## src/sv/abla_pkg.sv

```systemverilog
// ----------------------------------------------------------------------------
// abla_pkg: shared types and constants of the band level analyzer
// Filter coefficients, band gains, smoothing rates and sequencer states.
// ----------------------------------------------------------------------------
package abla_pkg;

    localparam int NUM_BANDS_C        = 16;
    localparam int MAX_BLOCK_FRAMES_C = 4096;
    localparam int NUM_LP             = 15;

    localparam logic [12:0] FULL_Q12 = 13'd4096;
    localparam logic [16:0] BASS_COEF = 17'd1180;

    typedef enum logic [3:0] {
        S_CLEAR,
        S_IDLE,
        S_FLT_RD,
        S_FLT_MUL,
        S_FLT_WR,
        S_B15_RD,
        S_B15_WR,
        S_LVL_WR,
        S_FIN_RD,
        S_FIN_MUL,
        S_FIN_START,
        S_FIN_DIV,
        S_FIN_SM,
        S_FIN_OUT
    } t_state;

    // Filter coefficient for step k: 0 is bass, 1..15 are band lowpasses.
    function automatic logic [16:0] f_coef(input logic [4:0] k);
        logic [16:0] c;
        unique case (k)
            5'd0:  c = BASS_COEF;
            5'd1:  c = 17'd524;
            5'd2:  c = 17'd852;
            5'd3:  c = 17'd1311;
            5'd4:  c = 17'd1966;
            5'd5:  c = 17'd2949;
            5'd6:  c = 17'd4325;
            5'd7:  c = 17'd6423;
            5'd8:  c = 17'd9110;
            5'd9:  c = 17'd12583;
            5'd10: c = 17'd17629;
            5'd11: c = 17'd23986;
            5'd12: c = 17'd31523;
            5'd13: c = 17'd39584;
            5'd14: c = 17'd47383;
            5'd15: c = 17'd53674;
            default: c = 17'd0;
        endcase
        return c;
    endfunction

    // Numerator and denominator of the target gain for result index i.
    function automatic logic [7:0] f_num(input logic [4:0] i);
        logic [7:0] n;
        unique case (i)
            5'd0:  n = 8'd2;
            5'd1:  n = 8'd13;
            5'd2:  n = 8'd10;
            5'd3:  n = 8'd12;
            5'd4:  n = 8'd15;
            5'd5:  n = 8'd18;
            5'd6:  n = 8'd22;
            5'd7:  n = 8'd26;
            5'd8:  n = 8'd32;
            5'd9:  n = 8'd38;
            5'd10: n = 8'd46;
            5'd11: n = 8'd54;
            5'd12: n = 8'd64;
            5'd13: n = 8'd76;
            5'd14: n = 8'd90;
            5'd15: n = 8'd108;
            5'd16: n = 8'd128;
            5'd17: n = 8'd152;
            default: n = 8'd0;
        endcase
        return n;
    endfunction

    function automatic logic [4:0] f_den(input logic [4:0] i);
        return (i == 5'd0) ? 5'd5 : 5'd16;
    endfunction

    function automatic logic [16:0] f_rate(input logic [4:0] i, input logic up);
        logic [16:0] r;
        if (i == 5'd0)      r = up ? 17'd32768 : 17'd7864;
        else if (i == 5'd1) r = up ? 17'd39322 : 17'd6554;
        else                r = up ? 17'd36045 : 17'd9175;
        return r;
    endfunction

endpackage

```

## src/sv/abla_div.sv

```systemverilog
// ----------------------------------------------------------------------------
// abla_div: restoring divider
// Unsigned 40 by 18 bit division, one quotient bit per cycle.
// ----------------------------------------------------------------------------
module abla_div
    import abla_pkg::*;
(
    input  logic        i_clk,
    input  logic        i_rst_n,
    input  logic        i_start,
    input  logic [39:0] i_num,
    input  logic [17:0] i_den,
    output logic        o_done,
    output logic [39:0] o_quot
);

    logic [39:0] r_quot, n_quot;
    logic [18:0] r_rem, n_rem;
    logic [5:0]  r_cnt, n_cnt;
    logic        r_busy, n_busy;
    logic [17:0] r_den;
    logic [18:0] w_try;

    always_comb begin
        n_quot = r_quot;
        n_rem  = r_rem;
        n_cnt  = r_cnt;
        n_busy = r_busy;
        w_try  = {r_rem[17:0], r_quot[39]};
        if (i_start) begin
            n_quot = i_num;
            n_rem  = '0;
            n_cnt  = 6'd40;
            n_busy = 1'b1;
        end else if (r_busy) begin
            if (w_try >= {1'b0, r_den}) begin
                n_rem  = w_try - {1'b0, r_den};
                n_quot = {r_quot[38:0], 1'b1};
            end else begin
                n_rem  = w_try;
                n_quot = {r_quot[38:0], 1'b0};
            end
            n_cnt = r_cnt - 6'd1;
            if (r_cnt == 6'd1) n_busy = 1'b0;
        end
    end

    always_ff @(posedge i_clk) begin
        if (!i_rst_n) begin
            r_busy <= 1'b0;
            r_cnt  <= '0;
        end else begin
            r_busy <= n_busy;
            r_cnt  <= n_cnt;
        end
        r_quot <= n_quot;
        r_rem  <= n_rem;
        if (i_start) r_den <= i_den;
    end

    assign o_done = r_busy && (r_cnt == 6'd1) && !i_start;
    assign o_quot = n_quot;

endmodule

```

## config.mk

```make
export PLATFORM = sky130hd
export DESIGN_NAME = abla_div
export DESIGN_NICKNAME = d
export VERILOG_FILES = /design/src/sv/abla_pkg.sv /design/src/sv/abla_div.sv
export SDC_FILE = /design/constraint.sdc
export NUM_CORES = 1
export LEC_CHECK = 0
export ABC_AREA = 1
export BUFFER_PORTS_ARGS = -buffer_cell sky130_fd_sc_hd__buf_2
export CAP_MARGIN = 20
export CORE_MARGIN = 1
export CORE_UTILIZATION = 39
export DETAILED_ROUTE_END_ITERATION = 8
export GPL_ROUTABILITY_DRIVEN = 0
export GPL_TIMING_DRIVEN = 0
export PLACE_DENSITY = 0.63
export SLEW_MARGIN = 15
export SYNTH_ARGS = -nofsm -noshare
export SYNTH_HDL_FRONTEND = slang
export SYNTH_SLANG_ARGS = --single-unit
```

## constraint.sdc

```tcl
create_clock -name i_clk -period 4.3 [get_ports i_clk]
set_input_delay 0.43 -clock i_clk [delete_from_list [all_inputs] [get_ports i_clk]]
set_output_delay 0.43 -clock i_clk [all_outputs]
set_load 0.05 [all_outputs]
```

==> impl_metrics.tcl <==
set metrics [dict create \
    vias 4648 \
    nets 870 \
    synthCells 676 \
    insertedDiodeCount 0 \
    numCtsBuffers 9 \
    worst_pin_slew_ns 0.5518 \
    start_util 0.4079 \
    fin_worst_skew_ns 0.008926 \
    dr.pass1.iters 7 \
    insertion_delay_ns 0.35 \
    synth_mux_area_frac 0 \
    setup_viol 0 \
    netlist.area_leader.share 0.2747 \
    clockRootBuffer "clkbuf_16" \
    fill_cells 1193 \
    status "complete, but fails checks" \
    p_int_w 0.001562 \
    grt_setup_unrepaired "false" \
    pwr-share-seq 0.395 \
    synth_top_flop_cell "dfxtp_1" \
    cp-start-kind "register" \
    cts_tree "done" \
    pin_count 102 \
    core_area_um2 11610 \
    path_class "reg -> out" \
    cts_max_level 3 \
    drt_iter0_markers 187 \
    ys_types 38 \
    crit_chain "inv_1 > ha_1 > nand2_1 > inv_2 > nand2_1 > nor2_2 > nand3_2 > nand4_4 > buf_8 > nor2_1 > o21ai_1 > buf_2" \
    clock_path_buffers 2 \
    grt_pass1_vias 4532 \
    maxSlewViolCount 0 \
    synth-edff-count 18 \
    synth_compound_area_frac 0.1075 \
    die_w_um 112.2 \
    max-slew-margin-rel 0.6321 \
    min_period_ns 2.944 \
    crit_arrival_ns 2.51 \
    p_comb_frac 0.204 \
    wl_per_cell_um 12.80 \
    vias_per_cell 4.966 \
    cts_setup_buffers 0 \
    wl_mm 11.98 \
    synth_xor_area_frac 0.01664 \
    cap_viol_max_count 0 \
    row_count 39 \
    yosysTopAreaCell "dfxtp_1" \
    crit_path_max_incr_delay_ns 0.39 \
    grt_max_degree 22 \
    synth_warnings 0 \
    violations "design-rule violations" \
    switching_share 0.3042 \
    layout_common_cells "nand2_1, buf_2, o21ai_0" \
    finalCritPeriodShare 0.6847 \
    synth_top_family_by_area "simple AND/OR/NAND/NOR gates" \
    crit_fanout 10 \
    hold_path.class "in -> reg" \
    place_hpwl_mm 9.130 \
    antenna_found_initial 0 \
    grt-ovfl-total 0 \
    cts_resized 0 \
    cp_slowest_cell "ha_1" \
    final_antenna_net_count 0 \
    cts.sinks 83 \
    syn_area_um2 4737 \
    hold_viol 0 \
    crit_family "simple AND/OR/NAND/NOR gates" \
    drive_above_1_share 0.2018 \
    die_y_um 112.2 \
    avgSynthCellArea_um2 7.007 \
    power.density_nw_per_um2 388.6 \
    finalSetupTns_ns 0 \
    grt_pass1_wl_mm 20.39 \
    ys_seq_elements 83 \
    power_w 0.002245 \
    final_common_cell "nand2_1" \
    area_growth_pct 21.98 \
    yosys.area_share.adder 0.05705 \
    max_freq_mhz 339.7 \
    grt_usage 0.2006 \
    cpMostUsedCell "nand2_1" \
    syn_nets 758 \
    p_switching_w 0.0006829 \
    dieArea_um2 12590 \
    cts.reportedPaths.clkPinSlew_ns 0.06 \
    ctsHoldBuffers 0 \
    rrSetupSlack_ns 2.08 \
    drc_errors 1 \
    clkPwrFrac 0.401 \
    critPathBufInv 4 \
    crit_required_ns 3.87 \
    ir_drop_v 0.0003482 \
    cellLeakagePower_nw 2.923 \
    critPathCaptureType "output pin" \
    synthTopCellsByArea "dfxtp_1, nand2_1, edfxtp_1" \
    synth-simple-area-share 0.3384 \
    ys_async_sr_fraction 0 \
    yosysSeqAreaShare 0.3888 \
    portBuffers 101 \
]
-- cell usage after synthesis (8+ instances only) --
master	instances
nand2_1	181
o21ai_0	80
nor2_1	78
inv_1	69
dfxtp_1	65
nand3_1	33
nand4_1	24
clkbuf_1	20
ha_1	20
edfxtp_1	18
a21oi_1	12
nand3_2	10
inv_2	9
nand2_2	8
xor2_1	8
-- power groups by stage --
stage          registers [W]  clock network [W]  logic (W)
4_1_cts             0.000888           0.000928   0.000460
3_5_place_dp        0.000904                  0   0.000457
6_report            0.000888           0.000900   0.000458
2_1_floorplan       0.000898                  0   0.000336
5_1_grt             0.000894           0.000955   0.000500
3_3_place_gp        0.000902                  0   0.000454
-- metrics by stage --
| step | area (um^2) | utilization | setup WS (ns) | hold WS, ns | instances |
|---|---|---|---|---|---|
| floorplan | 4737 | - | 1.658 | 0.4627 | 676 |
| global placement | 5421 | 0.4668 | 1.627 | 0.4727 | 920 |
| detailed placement | 5421 | 0.4668 | 1.588 | 0.4930 | 920 |
| CTS | 5778 | 0.4975 | 1.335 | 0.2339 | 936 |
| global route | 5778 | 0.4975 | 1.125 | 0.2441 | 936 |
| finish | 5778 | 0.4975 | 1.356 | 0.2539 | 936 |
-- registers in the layout, summed over array words and instances, names as in the netlist --
signal and cells:
r_cnt 6, r_rem 18, r_den 18, r_quot 40
r_busy 1
-- final cells by class --
type	count	area, um^2	share of cell area
multi-input combinational	485	2461	0.4259
clock buffer	12	279.0	0.04829
inverter	79	296.5	0.05132
buffer	29	137.6	0.02382
sequential	83	1842	0.3188
clock inverter	4	77.57	0.01343
timing repair buffer	101	505.5	0.08748
tap	143	178.9	0.03097
-- cells by family after synthesis --
group,count (synthesis)
AOI/OAI and AO/OA,99
xor gates and xnor gates,9
adders and majority gates,21
buffers and inverters,108
DFF,83
and+or+nand+nor,356
-- path summary, 6_finish.rpt --
kind,start,endpoint,depth (start not counted)
setup / recovery,r_den[13]$_DFFE_PP_,o_quot[0],12
setup reg to reg,r_quot[39]$_DFF_P_,r_rem[16]$_SDFFE_PP0P_,14
hold / removal,i_den[16],r_den[16]$_DFFE_PP_,1
hold reg to reg,r_cnt[0]$_SDFFE_PP0P_,r_cnt[0]$_SDFFE_PP0P_,2
-- metal layers --
layer  global-route usage  wire length (um)
met1               0.2440              5455
met3              0.06048               805
met4              0.07200               284
met2               0.3358              5439
met5                    0                 0
Note: power is estimated with default switching activity, not from simulation.
